==> src/rtl/core/lkv_pkg.sv <==
// Shared types and codes for the LRU key-value cache.
package lkv_pkg;

  localparam int unsigned CFG_W = 5;

  localparam logic REQ_GET = 1'b0;
  localparam logic REQ_PUT = 1'b1;

  typedef enum logic [6:0] {
    ST_IDLE        = 7'b0000001,
    ST_SCAN        = 7'b0000010,
    ST_SCAN_TAIL   = 7'b0000100,
    ST_DECIDE      = 7'b0001000,
    ST_UPDATE      = 7'b0010000,
    ST_UPDATE_TAIL = 7'b0100000,
    ST_DONE        = 7'b1000000
  } state_e;

endpackage

==> src/rtl/core/lru_key_value_cache.sv <==
// Fully associative key-value cache with least-recently-used replacement.
//
// Requests enter on the s_axis channel: tuser carries the request kind (get or
// put), tdata the key and the value. Each request yields exactly one beat on
// m_axis: tuser flags hit and eviction, tdata the read value and evicted key.
// The configuration channel writes the capacity in use; a write while the
// cache holds any entry leaves the capacity unchanged, zero counts as one and
// values above ENTRIES saturate.
// A request walks the entry store through one compare and update unit:
// a lookup pass that reads one entry per cycle (key match, free slot, oldest
// entry), then, for a put or a get hit, a pass that rewrites recency ranks one
// entry per cycle and installs the target entry; a get miss skips the second
// pass. s_axis_tready is low while a request is in flight, so a new request is
// taken only once the previous result has moved to the output register. The
// result sits in an output register: the next request is taken while that beat
// waits, and a stalled receiver holds the block only when a further result is
// ready to leave.
// Reset empties the cache, sets the capacity to min(16, ENTRIES), drops any beat.
module lru_key_value_cache #(
  parameter int unsigned ENTRIES    = 16,
  parameter int unsigned KEY_BITS   = 16,
  parameter int unsigned VALUE_BITS = 20
) (
  input  logic                        clk_i,
  input  logic                        rst_ni,
  input  logic                        cfg_valid_i,
  output logic                        cfg_ready_o,
  input  logic [lkv_pkg::CFG_W-1:0]   cfg_data_i,     // capacity_in_use
  input  logic                        s_axis_tvalid,
  output logic                        s_axis_tready,
  // req_key, req_value, zero pad
  input  logic [((KEY_BITS+VALUE_BITS+7)/8)*8-1:0] s_axis_tdata,
  input  logic                        s_axis_tuser,   // req_type
  output logic                        m_axis_tvalid,
  input  logic                        m_axis_tready,
  // read_value, evicted_key, zero pad
  output logic [((KEY_BITS+VALUE_BITS+7)/8)*8-1:0] m_axis_tdata,
  output logic [1:0]                  m_axis_tuser    // hit, evicted
);
  import lkv_pkg::*;

  localparam int unsigned DATA_W  = ((KEY_BITS + VALUE_BITS + 7) / 8) * 8;
  localparam int unsigned IDX_W   = $clog2(ENTRIES);
  localparam int unsigned RANK_W  = $clog2(ENTRIES);
  localparam int unsigned CAP_W   = $clog2(ENTRIES + 1);
  localparam int unsigned ENT_W   = KEY_BITS + VALUE_BITS + RANK_W;
  localparam int unsigned CAP_RST = (ENTRIES < 16) ? ENTRIES : 16;
  localparam logic [IDX_W-1:0] LAST_IDX = IDX_W'(ENTRIES - 1);

  typedef struct packed {
    logic [KEY_BITS-1:0]   key;
    logic [VALUE_BITS-1:0] value;
    logic [RANK_W-1:0]     rank;
  } entry_t;

  state_e                state_q;
  logic [IDX_W-1:0]      idx_q;
  logic [IDX_W-1:0]      chk_q;
  logic                  pend_q;
  logic [ENTRIES-1:0]    valid_q;
  logic [CAP_W-1:0]      occ_q;
  logic [CAP_W-1:0]      cap_q;

  logic                  req_put_q;
  logic [KEY_BITS-1:0]   req_key_q;
  logic [VALUE_BITS-1:0] req_value_q;

  logic                  hit_q;
  logic [IDX_W-1:0]      hit_slot_q;
  logic [RANK_W-1:0]     hit_rank_q;
  logic [VALUE_BITS-1:0] hit_value_q;
  logic                  free_q;
  logic [IDX_W-1:0]      free_slot_q;
  logic                  worst_q;
  logic [IDX_W-1:0]      worst_slot_q;
  logic [RANK_W-1:0]     worst_rank_q;
  logic [KEY_BITS-1:0]   worst_key_q;

  logic [IDX_W-1:0]      slot_q;
  logic [RANK_W-1:0]     old_rank_q;
  logic                  age_all_q;

  logic                  res_hit_q;
  logic [VALUE_BITS-1:0] res_value_q;
  logic                  res_evict_q;
  logic [KEY_BITS-1:0]   res_key_q;

  logic                  out_valid_q;
  logic                  out_hit_q;
  logic [VALUE_BITS-1:0] out_value_q;
  logic                  out_evict_q;
  logic [KEY_BITS-1:0]   out_key_q;

  logic [ENT_W-1:0]      rd_raw;
  entry_t                rd_ent;
  entry_t                wr_ent;
  logic                  wr_en;
  logic                  eval_en;
  logic                  upd_en;
  logic                  evict_sel;
  logic                  out_load;
  logic                  s_fire;
  logic                  cfg_fire;
  logic [CAP_W-1:0]      cfg_cap;

  lkv_entry_ram #(
    .WIDTH (ENT_W),
    .DEPTH (ENTRIES)
  ) u_ram (
    .clk_i     (clk_i),
    .rd_addr_i (idx_q),
    .rd_data_o (rd_raw),
    .wr_en_i   (wr_en),
    .wr_addr_i (chk_q),
    .wr_data_i (wr_ent)
  );

  assign rd_ent   = entry_t'(rd_raw);
  assign eval_en  = pend_q && ((state_q == ST_SCAN) || (state_q == ST_SCAN_TAIL));
  assign upd_en   = pend_q && ((state_q == ST_UPDATE) || (state_q == ST_UPDATE_TAIL));
  assign evict_sel = (req_put_q == REQ_PUT) && (occ_q >= cap_q) && worst_q;
  assign out_load  = (state_q == ST_DONE) && (!out_valid_q || m_axis_tready);

  always_comb begin
    wr_ent = rd_ent;
    wr_en  = 1'b0;
    if (upd_en) begin
      if (chk_q == slot_q) begin
        wr_en       = 1'b1;
        wr_ent.rank = '0;
        if (req_put_q == REQ_PUT) begin
          wr_ent.key   = req_key_q;
          wr_ent.value = req_value_q;
        end
      end else if (valid_q[chk_q] && (age_all_q || (rd_ent.rank < old_rank_q))) begin
        wr_en       = 1'b1;
        wr_ent.rank = rd_ent.rank + RANK_W'(1);
      end
    end
  end

  assign s_axis_tready = (state_q == ST_IDLE);
  assign s_fire        = s_axis_tvalid && s_axis_tready;
  assign cfg_ready_o   = 1'b1;
  assign cfg_fire      = cfg_valid_i && cfg_ready_o;

  always_comb begin
    priority if (cfg_data_i == '0) begin
      cfg_cap = CAP_W'(1);
    end else if (32'(cfg_data_i) > ENTRIES) begin
      cfg_cap = CAP_W'(ENTRIES);
    end else begin
      cfg_cap = CAP_W'(cfg_data_i);
    end
  end

  always_ff @(posedge clk_i or negedge rst_ni) begin
    if (!rst_ni) begin
      state_q     <= ST_IDLE;
      idx_q       <= '0;
      chk_q       <= '0;
      pend_q      <= 1'b0;
      valid_q     <= '0;
      occ_q       <= '0;
      cap_q       <= CAP_W'(CAP_RST);
      out_valid_q <= 1'b0;
    end else begin
      if (cfg_fire && (occ_q == '0)) begin
        cap_q <= cfg_cap;
      end
      if (out_load) begin
        out_valid_q <= 1'b1;
      end else if (out_valid_q && m_axis_tready) begin
        out_valid_q <= 1'b0;
      end
      unique case (state_q)
        ST_IDLE: begin
          if (s_fire) begin
            idx_q   <= '0;
            pend_q  <= 1'b0;
            state_q <= ST_SCAN;
          end
        end
        ST_SCAN, ST_UPDATE: begin
          pend_q <= 1'b1;
          chk_q  <= idx_q;
          if (idx_q == LAST_IDX) begin
            state_q <= (state_q == ST_SCAN) ? ST_SCAN_TAIL : ST_UPDATE_TAIL;
          end else begin
            idx_q <= idx_q + IDX_W'(1);
          end
        end
        ST_SCAN_TAIL: begin
          state_q <= ST_DECIDE;
        end
        ST_DECIDE: begin
          idx_q  <= '0;
          pend_q <= 1'b0;
          if (hit_q || evict_sel) begin
            state_q <= ST_UPDATE;
          end else if ((req_put_q == REQ_PUT) && free_q) begin
            valid_q[free_slot_q] <= 1'b1;
            occ_q                <= occ_q + CAP_W'(1);
            state_q              <= ST_UPDATE;
          end else begin
            state_q <= ST_DONE;
          end
        end
        ST_UPDATE_TAIL: begin
          state_q <= ST_DONE;
        end
        ST_DONE: begin
          if (out_load) begin
            state_q <= ST_IDLE;
          end
        end
        default: begin
          state_q <= ST_IDLE;
        end
      endcase
    end
  end

  always_ff @(posedge clk_i) begin
    if (s_fire) begin
      req_put_q   <= s_axis_tuser;
      req_key_q   <= s_axis_tdata[KEY_BITS-1:0];
      req_value_q <= s_axis_tdata[KEY_BITS+VALUE_BITS-1:KEY_BITS];
      hit_q       <= 1'b0;
      free_q      <= 1'b0;
      worst_q     <= 1'b0;
    end
    if (eval_en) begin
      if (valid_q[chk_q] && (rd_ent.key == req_key_q) && !hit_q) begin
        hit_q       <= 1'b1;
        hit_slot_q  <= chk_q;
        hit_rank_q  <= rd_ent.rank;
        hit_value_q <= rd_ent.value;
      end
      if (!valid_q[chk_q] && !free_q) begin
        free_q      <= 1'b1;
        free_slot_q <= chk_q;
      end
      if (valid_q[chk_q] && (!worst_q || (rd_ent.rank > worst_rank_q))) begin
        worst_q      <= 1'b1;
        worst_slot_q <= chk_q;
        worst_rank_q <= rd_ent.rank;
        worst_key_q  <= rd_ent.key;
      end
    end
    if (state_q == ST_DECIDE) begin
      if (hit_q) begin
        res_hit_q   <= 1'b1;
        res_value_q <= (req_put_q == REQ_GET) ? hit_value_q : '0;
        res_evict_q <= 1'b0;
        res_key_q   <= '0;
        slot_q      <= hit_slot_q;
        old_rank_q  <= hit_rank_q;
        age_all_q   <= 1'b0;
      end else if (evict_sel) begin
        res_hit_q   <= 1'b0;
        res_value_q <= '0;
        res_evict_q <= 1'b1;
        res_key_q   <= worst_key_q;
        slot_q      <= worst_slot_q;
        old_rank_q  <= worst_rank_q;
        age_all_q   <= 1'b0;
      end else begin
        res_hit_q   <= 1'b0;
        res_value_q <= '0;
        res_evict_q <= 1'b0;
        res_key_q   <= '0;
        slot_q      <= free_slot_q;
        old_rank_q  <= '0;
        age_all_q   <= 1'b1;
      end
    end
    if (out_load) begin
      out_hit_q   <= res_hit_q;
      out_value_q <= res_value_q;
      out_evict_q <= res_evict_q;
      out_key_q   <= res_key_q;
    end
  end

  assign m_axis_tvalid = out_valid_q;
  assign m_axis_tdata  = DATA_W'({out_key_q, out_value_q});
  assign m_axis_tuser  = {out_evict_q, out_hit_q};

endmodule

==> src/rtl/core/lkv_entry_ram.sv <==
// Entry store: one write port and one registered read port.
module lkv_entry_ram #(
  parameter int unsigned WIDTH = 40,
  parameter int unsigned DEPTH = 16
) (
  input  logic                     clk_i,
  input  logic [$clog2(DEPTH)-1:0] rd_addr_i,
  output logic [WIDTH-1:0]         rd_data_o,
  input  logic                     wr_en_i,
  input  logic [$clog2(DEPTH)-1:0] wr_addr_i,
  input  logic [WIDTH-1:0]         wr_data_i
);

  logic [WIDTH-1:0] mem_q [DEPTH];
  logic [WIDTH-1:0] rd_data_q;

  always_ff @(posedge clk_i) begin
    if (wr_en_i) begin
      mem_q[wr_addr_i] <= wr_data_i;
    end
  end

  always_ff @(posedge clk_i) begin
    rd_data_q <= mem_q[rd_addr_i];
  end

  assign rd_data_o = rd_data_q;

endmodule
==> config.mk <==
export PLATFORM = sky130hd
export DESIGN_NAME = lru_key_value_cache
export DESIGN_NICKNAME = d
export VERILOG_FILES = /design/src/rtl/core/lkv_pkg.sv /design/src/rtl/core/lru_key_value_cache.sv /design/src/rtl/core/lkv_entry_ram.sv
export SDC_FILE = /design/constraint.sdc
export NUM_CORES = 1
export LEC_CHECK = 0
export BUFFER_PORTS_ARGS = -buffer_cell sky130_fd_sc_hd__buf_2
export CAP_MARGIN = 30
export CORE_UTILIZATION = 45
export CTS_CLUSTER_DIAMETER = 120
export DETAILED_ROUTE_END_ITERATION = 12
export PLACE_DENSITY = 0.57
export SLEW_MARGIN = 15
export SYNTH_ARGS = -nofsm -noshare
export SYNTH_HDL_FRONTEND = slang
export SYNTH_SLANG_ARGS = --single-unit
==> constraint.sdc <==
create_clock -name clk_i -period 5.49 [get_ports clk_i]
set_input_delay 0.2745 -clock clk_i [delete_from_list [all_inputs] [get_ports clk_i]]
set_output_delay 0.2745 -clock clk_i [all_outputs]
set_load 0.005 [all_outputs]
==> impl_metrics.yaml, run 1 <==
run_status:
  run_status: "finished, final reports clean"
routing:
  drcViolationCount: 0
  routedWlPerCell_um: 24.7
  routed_wirelength_um: 75700
  ant_nets: 0
  vias: 17100
  dr.pass1.iters: 6
  viasPerCell: 5.58
  drt_iter0_drc: 1242
sta:
  fin_crit_ns: 3.69
  finClkSkew_ns: 0.0196
  slew_violations: 0
  setup_viol_count_final: 0
  fin_setup_tns_ns: 0
  finalHoldViolCount: 0
  slew_headroom: 0.385
  rsz0062_at_grt: "no"
  worst_slew_pin_slew_ns: 0.923
  fin_ws_ns: 1.80
  finalCritPeriodShare: 0.672
  fmax_mhz: 271
logic_synthesis:
  yosysSeqAreaShare: 0.770
  async_reset_ff_frac: 0.0476
  syn_area_mm2: 0.0344
  yosysWarnings: 0
  syn_area_per_cell_um2: 18.8
  synth_enable_flop_cells: 818
  netlist_instances: 1834
  synth_seq_cells: 904
  ys_types: 57
  synth_ff_type: "edfxtp_1"
hold_path:
  hold_class: "in2async"
global_routing:
  antenna_found_initial: 0
  grt-ovfl-total: 0
  grt_pass1_vias: 17600
  grt_max_degree: 78
  grt_usage: 0.197
  grt_first_pass_wirelength_um: 113000
pwr:
  power.internal_w: 0.0134
  sw_frac_of_total: 0.258
  switchingPower_w: 0.00465
  combPwrFrac: 0.158
  fin_total_pwr_w: 0.0180
  power_leakage_nw: 13.6
  ir_worst_vdd_mv: 0.239
  clkPwrFrac: 0.346
  power_density_mw_per_mm2: 453
  power_frac_seq: 0.496
clock_network:
  clockRootBuffer: "clkbuf_16"
  path_clk_slew_ns: 0.06
  cts_repair_resize_count: 0
  clk_latency_ns: 0.64
  cts.sinks: 904
  clock_path_buffers: 3
  cts_buffers: 92
  htree_num_levels: 3
  cts_tree: "built"
finish:
  nNetsFinal: 2080
  final_layout_size_suffix_gt1_frac: 0.234
  n_antenna_cell: 0
  layout_commonest_cell: "edfxtp_1"
  area_delta_synth_final_pct: 15.5
  final_cell_mix: "edfxtp_1 (818), mux2i_1 (121), clkbuf_16 (93)"
place:
  gp_congestion: 0.782
  numPortBuffers: 86
  place.detailed.hpwl_um: 40400
  place_ws_ns: 1.75
floorplanning:
  fp.dieW_um: 279
  die_h_um: 279
  start_util: 0.454
  core-area_mm2: 0.0758
  die_area_mm2: 0.0776
  row_count: 101
  io_pins: 96
critical_path:
  required_ns: 5.75
  r2r_setup_slack_ns: 1.80
  rr_endpoint: "u_ram.mem_q[7][22]"
  critPathCaptureType: "register"
  crit_type: "reg2reg"
  cp.arrival_ns: 3.95
  crit_start: "chk_q[0]"
  critPathMaxFanout: 29
  reg2reg_depth: 7
  r2r_start: "chk_q[0]"
  cp-start-kind: "register"
job:
  cap_viol_max_count: 0
[metal layers]
metal  track usage  vias up  share of wire  routed length [um]
met5             0        -              0                   0
li1              -     7683              -                   -
met1         0.264     8954           0.44               33000
met2         0.334      390           0.50               38100
met3        0.0285       97          0.040                3060
met4        0.0613        0          0.021                1600
[critical path: stages, from the launching register on]
cell	delay (ns)
dfrtp_1	0.84
mux4_2	0.38
a22oi_1	0.10
nand3_1	0.23
a21o_1	0.25
nand3_1	0.34
nor2_4	0.53
buf_4	0.61
[power by group through the flow]
| stage | registers [W] | clock network (W) | logic [W] |
|---|---|---|---|
| floorplan | 0.00879 | 0 | 0.00222 |
| global placement | 0.00907 | 0 | 0.00275 |
| detailed placement | 0.00908 | 0 | 0.00285 |
| CTS | 0.00894 | 0.00639 | 0.00288 |
| global route | 0.00898 | 0.00666 | 0.00312 |
| finish | 0.00893 | 0.00624 | 0.00285 |
[how the worst max path moves through the flow]
stage                              end  cells past startpoint  slack [ns]
floorplan           u_ram.mem_q[12][0]                      7        0.67
global placement    u_ram.mem_q[7][28]                      7        1.78
detailed placement  u_ram.mem_q[7][38]                      6        1.75
CTS                 u_ram.mem_q[7][35]                      6        1.73
global route        u_ram.mem_q[7][28]                      6        1.56
finish              u_ram.mem_q[7][22]                      7        1.80
[sequential cells by signal, indices dropped and copies added (netlist names), 7 cells and up]
name             count
u_ram.mem_q        640
u_ram.rd_data_o     40
hit_value_q         20
out_value_q         20
req_value_q         20
res_value_q         20
out_key_q           16
req_key_q           16
res_key_q           16
valid_q             16
worst_key_q         16
state_q              7
[synth_stat cells, types with 2 or more instances]
cell	count	area, um2
nor4_1	3	18.8
a21oi_1	47	235
mux4_2	84	1890
a21o_1	12	90.1
buf_1	9	33.8
nor3_1	13	65.1
a22o_1	9	78.8
a31o_2	11	96.3
dfrtp_1	41	1030
dfstp_2	2	52.6
xnor2_1	8	70.1
o21ai_0	92	460
nand3b_1	2	15.0
clkbuf_1	43	161
mux2i_1	121	1210
nand3_1	14	70.1
o31ai_1	2	15.0
dfxtp_1	43	861
and2_1	40	250
a31oi_1	5	31.3
a41o_1	6	60.1
buf_2	30	150
xor2_1	20	175
buf_6	3	33.8
nand4b_1	3	26.3
and3_1	7	43.8
inv_1	17	63.8
o21a_1	2	15.0
mux2_1	3	33.8
nand2b_1	9	56.3
nand2_1	63	236
nand4_1	6	37.5
ha_1	16	200
buf_4	9	67.6
conb_1	2	7.51
nor2_1	29	109
nor2b_1	14	87.6
mux2_2	79	890
a22oi_1	41	308
edfxtp_1	818	24600
a221oi_1	40	350
[kinds of logic after synthesis]
| kind of cell | after synthesis | synth area share |
|---|---|---|
| compound gates | 270 | 0.0513 |
| fa+ha+maj | 16 | 0.00582 |
| simple gates | 216 | 0.0338 |
| flops | 904 | 0.770 |
| other cells | 2 | 0.000218 |
| xor+xnor | 28 | 0.00712 |
| buf+inv | 111 | 0.0148 |
| mux | 287 | 0.117 |
[final cells by class]
cell class / instances / area (um2)
Clock inverter: 41 / 390
Clock buffer: 132 / 2660
Fill cell: 6052 / 36100
Inverter: 17 / 63.8
Multi-Input combinational cell: 822 / 7580
Timing Repair Buffer: 176 / 1330
Sequential cell: 904 / 26500
Tap cell: 978 / 1220
[through the flow]
stage          hold WS, ns  utilization  std cells  instance area [um2]
2_1_floorplan      -0.0211            -       1837                34400
3_3_place_gp         0.402        0.477       2848                36200
3_5_place_dp         0.405        0.477       2850                36200
4_1_cts              0.226        0.524       3068                39700
5_1_grt              0.173        0.524       3070                39800
6_report             0.126        0.524       3070                39800
[what timing repair did]
action / CTS / global route
hold buffers: 45 / 0
hold endpoints to repair: 85 / 0
buffers inserted: 0 / 0
Note: power is estimated with default switching activity, not from simulation.
==> inputs of run 2 (changes only) <==
ABC_AREA = 1   (was not set)
clock period = 3.6 ns   (was 5.49 ns; I/O delays follow)
==> impl_metrics.yaml, run 2 <==
run_status:
  run_status: "finished, final reports clean"
sta:
  worst_slew_pin_slew_ns: 0.950
  rsz0062_at_grt: "no"
  fin_ws_ns: 0.735
  fmax_mhz: 349
  finalCritPeriodShare: 0.796
  setup_viol_count_final: 0
  slew_violations: 0
  finalHoldViolCount: 0
  slew_headroom: 0.367
  finClkSkew_ns: 0.0214
  fin_hold_ws_ns: 0.0985
  fin_crit_ns: 2.86
  fin_setup_tns_ns: 0
logic_synthesis:
  synth_top_area_share: 0.703
  ys_types: 49
  async_reset_ff_frac: 0.0476
  yosysMostFrequentCell: "edfxtp_1"
  synth_ff_type: "edfxtp_1"
  synth_enable_flop_cells: 818
  ys_top_cells_by_count: "edfxtp_1 (818), nand2_1 (454), nor2_1 (261), o21ai_0 (188), nand3_1 (116)"
  synth_seq_cells: 904
  syn_area_mm2: 0.0349
  synth_area_leader_cell: "edfxtp_1"
  yosysSeqAreaShare: 0.759
  yosysWarnings: 0
  synthTopCellsByArea: "edfxtp_1 (70%), nand2_1 (4.9%), dfrtp_1 (2.9%)"
  syn_area_per_cell_um2: 13.3
  netlist_instances: 2632
critical_path:
  crit_type: "reg2reg"
  crit_start: "chk_q[0]"
  required_ns: 3.92
  cp.arrival_ns: 3.18
  cp-start-kind: "register"
  critPathMaxFanout: 32
  r2r_start: "chk_q[0]"
  critPathCaptureType: "register"
  r2r_setup_slack_ns: 0.74
pwr:
  power_density_mw_per_mm2: 724
  power_leakage_nw: 14.6
  fin_total_pwr_w: 0.0294
  ir_worst_vdd_mv: 0.438
floorplanning:
  start_util: 0.458
  die_area_mm2: 0.0788
  fp.dieW_um: 281
  core-area_mm2: 0.0763
  io_pins: 96
  row_count: 101
  die_h_um: 281
global_routing:
  grt-ovfl-total: 0
  grt_first_pass_wirelength_um: 131000
  antenna_found_initial: 6
  grt_usage: 0.227
  grt_pass1_vias: 20800
  grt_max_degree: 126
routing:
  drt_iter0_drc: 1855
  vias: 21600
  viasPerCell: 5.54
  ant_nets: 0
  dr.pass1.iters: 5
  drcViolationCount: 0
  routed_wirelength_um: 89000
  routedWlPerCell_um: 22.8
finish:
  final_layout_size_suffix_gt1_frac: 0.134
  nNetsFinal: 2857
  layout_commonest_cell: "edfxtp_1"
  area_delta_synth_final_pct: 16.3
  final_cell_mix: "edfxtp_1 (818), nand2_1 (452), nor2_1 (241)"
  seq_area_mm2: 0.0265
  multiInputGateArea_mm2: 0.00740
  n_antenna_cell: 0
  largest_register: "u_ram.mem_q"
  nFillCells: 6291
  largest_reg_flops: 640
clock_network:
  clk_latency_ns: 0.65
  htree_num_levels: 3
  path_clk_slew_ns: 0.06
  cts_tree: "built"
  clock_path_buffers: 3
  cts.sinks: 904
  clockRootBuffer: "clkbuf_16"
  cts_buffers: 92
place:
  gp_congestion: 0.844
  place.detailed.hpwl_um: 48600
  place_ws_ns: 0.586
  numPortBuffers: 86
job:
  cap_viol_max_count: 0
hold_path:
  hold_class: "in2async"
[run 2: per-stage QoR]
stage	area, um2	instances	util
2_1_floorplan	34900	2635	-
3_3_place_gp	36900	3666	0.483
3_5_place_dp	36900	3668	0.484
4_1_cts	40600	3893	0.531
5_1_grt	40600	3900	0.532
6_report	40600	3900	0.532
[run 2: worst paths after layout]
kind | cells past startpoint | endpoint
setup reg to reg | 14 | u_ram.mem_q[0][6]
max in group asynchronous | 3 | cap_q[4]
hold reg to reg | 0 | out_key_q[0]
min in group clk_i | 2 | req_value_q[12]
setup / recovery | 14 | u_ram.mem_q[0][6]
hold / removal | 2 | valid_q[4]
[run 2: cells by family after synthesis]
| group | count (synthesis) | share of synthesized area |
|---|---|---|
| AO/OA/AOI/OAI | 528 | 0.0900 |
| XOR/XNOR | 14 | 0.00351 |
| adder cells (fa/ha/maj) | 16 | 0.00573 |
| buffers and inverters | 275 | 0.0340 |
| flip-flops | 904 | 0.759 |
| other | 2 | 0.000215 |
| AND/OR/NAND/NOR | 893 | 0.108 |
[run 2: worst max-delay path, cell delays in order (launching register included)]
cell and delay (ns):
dfrtp_1 0.59, inv_2 0.25, nand2_1 0.07, nand2_1 0.06
nand2_1 0.05, nand2_1 0.08, nand2_1 0.05, nand2_1 0.08
inv_2 0.06, nand2_8 0.10, nand2_4 0.07, nand2_8 0.10
nand3_4 0.15, nor2_4 0.43, buf_12 0.34
[run 2: final cells by class]
cell class | instances | area share
Timing Repair Buffer | 208 | 0.0439
Multi-Input combinational cell | 1456 | 0.182
Sequential cell | 904 | 0.653
Clock inverter | 59 | 0.0166
Inverter | 128 | 0.0120
Clock buffer | 115 | 0.0608
Tap cell | 1030 | 0.0317
[run 2: metal layers]
layer  global-route usage  routed length [um]  up-vias
li1                     -                   -     9873
met1                0.308               37300    10700
met2                0.364               41700      860
met3               0.0450                7260      187
met4               0.0803                2740        2
met5                    0                   7        -
[run 2: power by group]
group	internal, W	leakage (nW)	switching, W	total [W]
Sequential	0.0132	8.33	0.000587	0.0138
Combinational	0.00159	4.70	0.00428	0.00588
Clock	0.00576	1.53	0.00401	0.00977
[run 2: what timing repair did]
action                                 4_1_cts  5_1_grt
resized for setup                            0        0
endpoints found under the hold margin       94        0
hold buffers                                51        0
setup buffers                                0        0
==> inputs of run 3 (changes only) <==
ABC_AREA = 0   (was 1)
PLACE_DENSITY = 0.59   (was 0.57)
clock period = 2.3 ns   (was 3.6 ns; I/O delays follow)
==> impl_metrics.yaml, run 3 (same netlist as run 1, synthesis figures left out) <==
run_status:
  run_status: "finished, violations left"
  violations: "setup timing"
finish:
  final_layout_size_suffix_gt1_frac: 0.311
  postLayoutCellArea_mm2: 0.0431
  final_cell_mix: "edfxtp_1 (818), mux2i_1 (121), clkbuf_16 (113)"
  largest_reg_flops: 640
  seq_area_mm2: 0.0265
  layout_commonest_cell: "edfxtp_1"
  nNetsFinal: 2285
  nFillCells: 5794
  area_delta_synth_final_pct: 25.1
  multiInputGateArea_mm2: 0.00786
  stdcell_count: 3278
  largest_register: "u_ram.mem_q"
clock_network:
  cts_buffers: 93
  path_clk_slew_ns: 0.06
  clk_latency_ns: 0.67
  cts.sinks: 904
  htree_num_levels: 3
  clockRootBuffer: "clkbuf_16"
  cts_tree: "built"
  clock_path_buffers: 3
routing:
  viasPerCell: 5.60
  drcViolationCount: 0
  ant_nets: 0
  routedWlPerCell_um: 26.6
  vias: 18400
  dr.pass1.iters: 5
  drt_iter0_drc: 1821
  routed_wirelength_um: 87200
global_routing:
  antenna_found_initial: 1
  grt_max_degree: 69
  grt_usage: 0.217
  grt_pass1_vias: 18500
  grt_first_pass_wirelength_um: 123000
  grt-ovfl-total: 0
sta:
  finalCritPeriodShare: 1.13
  worst_slew_pin_slew_ns: 0.637
  setup_viol_count_final: 1351
  slew_violations: 0
  rsz0062_at_grt: "yes"
  slew_headroom: 0.575
  fin_setup_tns_ns: -201.85
  finClkSkew_ns: 0.0407
  fin_ws_ns: -0.310
  fin_hold_ws_ns: 0.0683
  fin_crit_ns: 2.61
  finalHoldViolCount: 0
  fmax_mhz: 383
pwr:
  power.internal_w: 0.0327
  clkPwrFrac: 0.332
  power_leakage_nw: 15.1
  combPwrFrac: 0.202
  sw_frac_of_total: 0.270
  power_density_mw_per_mm2: 1040
  power_frac_seq: 0.466
  ir_worst_vdd_mv: 0.665
  switchingPower_w: 0.0121
  fin_total_pwr_w: 0.0448
floorplanning:
  die_area_mm2: 0.0776
  core-area_mm2: 0.0758
  io_pins: 96
  die_h_um: 279
  start_util: 0.454
  row_count: 101
  fp.dieW_um: 279
place:
  dpl-instance-area_mm2: 0.0378
  dp.cells: 2969
  numPortBuffers: 86
  place.detailed.hpwl_um: 47900
  gp_congestion: 0.835
critical_path:
  crit_family: "buffers and inverters"
  crit_type: "reg2reg"
  critPathCaptureType: "register"
  required_ns: 2.69
  critPathMaxFanout: 12
  rr_endpoint: "u_ram.mem_q[6][36]"
  cp-start-kind: "register"
  path_buf_inv: 4
  cp_slowest_cell: "mux4_2"
  r2r_start: "chk_q[0]"
  max_stage_delay_ns: 0.52
  crit_chain: "mux4_2 -> a22oi_2 -> nand3_2 -> a21o_4 -> buf_6 -> nand3_4 -> buf_6 -> nor2_4 -> buf_12 -> buf_12"
  r2r_setup_slack_ns: -0.31
  reg2reg_depth: 10
  cp.arrival_ns: 3.00
job:
  cap_viol_max_count: 0
hold_path:
  min_path_cells: 4
  min_from: "cfg_valid_i"
  hold_end: "cap_q[1]"
  hold_class: "in2reg"
[run 3: changes by cell type in the layout (fill, tap and decap cells not counted), sizes merged, moves of 107 or more]
cell   delta
inv     -113
buf     +151
nand2   -395
nand3   -107
nor2    -234
o21ai   -166
mux2i   +121
[run 3: layout make-up]
cell class                 instances  area share
sequential                       904       0.616
multi-input combinational        826       0.183
timing repair buffer             376       0.100
clock buffer                     125      0.0592
tap                              978      0.0284
clock inverter                    51      0.0120
inverter                          17     0.00157
antenna                            1   0.0000581
[run 3: repair_timing]
| item | in CTS | in global routing |
|---|---|---|
| pin swaps | 8 | 10 |
| setup endpoints to repair | 1319 | 1401 |
| endpoints found under the hold margin | 93 | 0 |
| hold buffers | 47 | 0 |
| resized for setup | 59 | 57 |
| cloned | 17 | 24 |
| buffers inserted | 31 | 23 |
[run 3: worst max path at each step]
stage	endpoint	start	cells after the start	slack (ns)
2_1_floorplan	u_ram.mem_q[12][0]	u_ram.rd_data_o[1]	7	-0.91
3_3_place_gp	u_ram.mem_q[15][9]	old_rank_q[1]	10	-0.30
3_5_place_dp	hit_value_q[14]	req_key_q[15]	7	-0.33
4_1_cts	hit_value_q[14]	req_key_q[5]	8	-0.31
5_1_grt	u_ram.mem_q[13][18]	old_rank_q[1]	12	-0.38
6_report	u_ram.mem_q[6][36]	chk_q[0]	10	-0.31
[run 3: per-layer routing]
| layer | track usage | up-vias | share of wire |
|---|---|---|---|
| met3 | 0.0431 | 100 | 0.061 |
| met4 | 0.0604 | 0 | 0.020 |
| li1 | - | 8116 | - |
| met5 | 0 | - | 0 |
| met1 | 0.295 | 9566 | 0.43 |
| met2 | 0.359 | 579 | 0.49 |
[run 3: through the flow]
stage / utilization / setup slack (ns)
floorplan: - / -0.908
global placement: 0.499 / -0.299
detailed placement: 0.499 / -0.333
CTS: 0.558 / -0.314
global route: 0.568 / -0.381
finish: 0.568 / -0.310
[run 3: power groups by stage]
stage	sequential, W	combinational [W]	clock, W
after floorplan	0.0210	0.00542	0
after global placement	0.0212	0.00856	0
after detailed placement	0.0212	0.00871	0
after CTS	0.0209	0.00894	0.0152
after global routing	0.0210	0.00972	0.0158
final	0.0209	0.00904	0.0149
[run 3: tightest hold or removal path: stages]
cell and delay [ns]:
buf_2 0.10, nor4b_1 0.13, nand2_1 0.21, o21ai_0 0.13
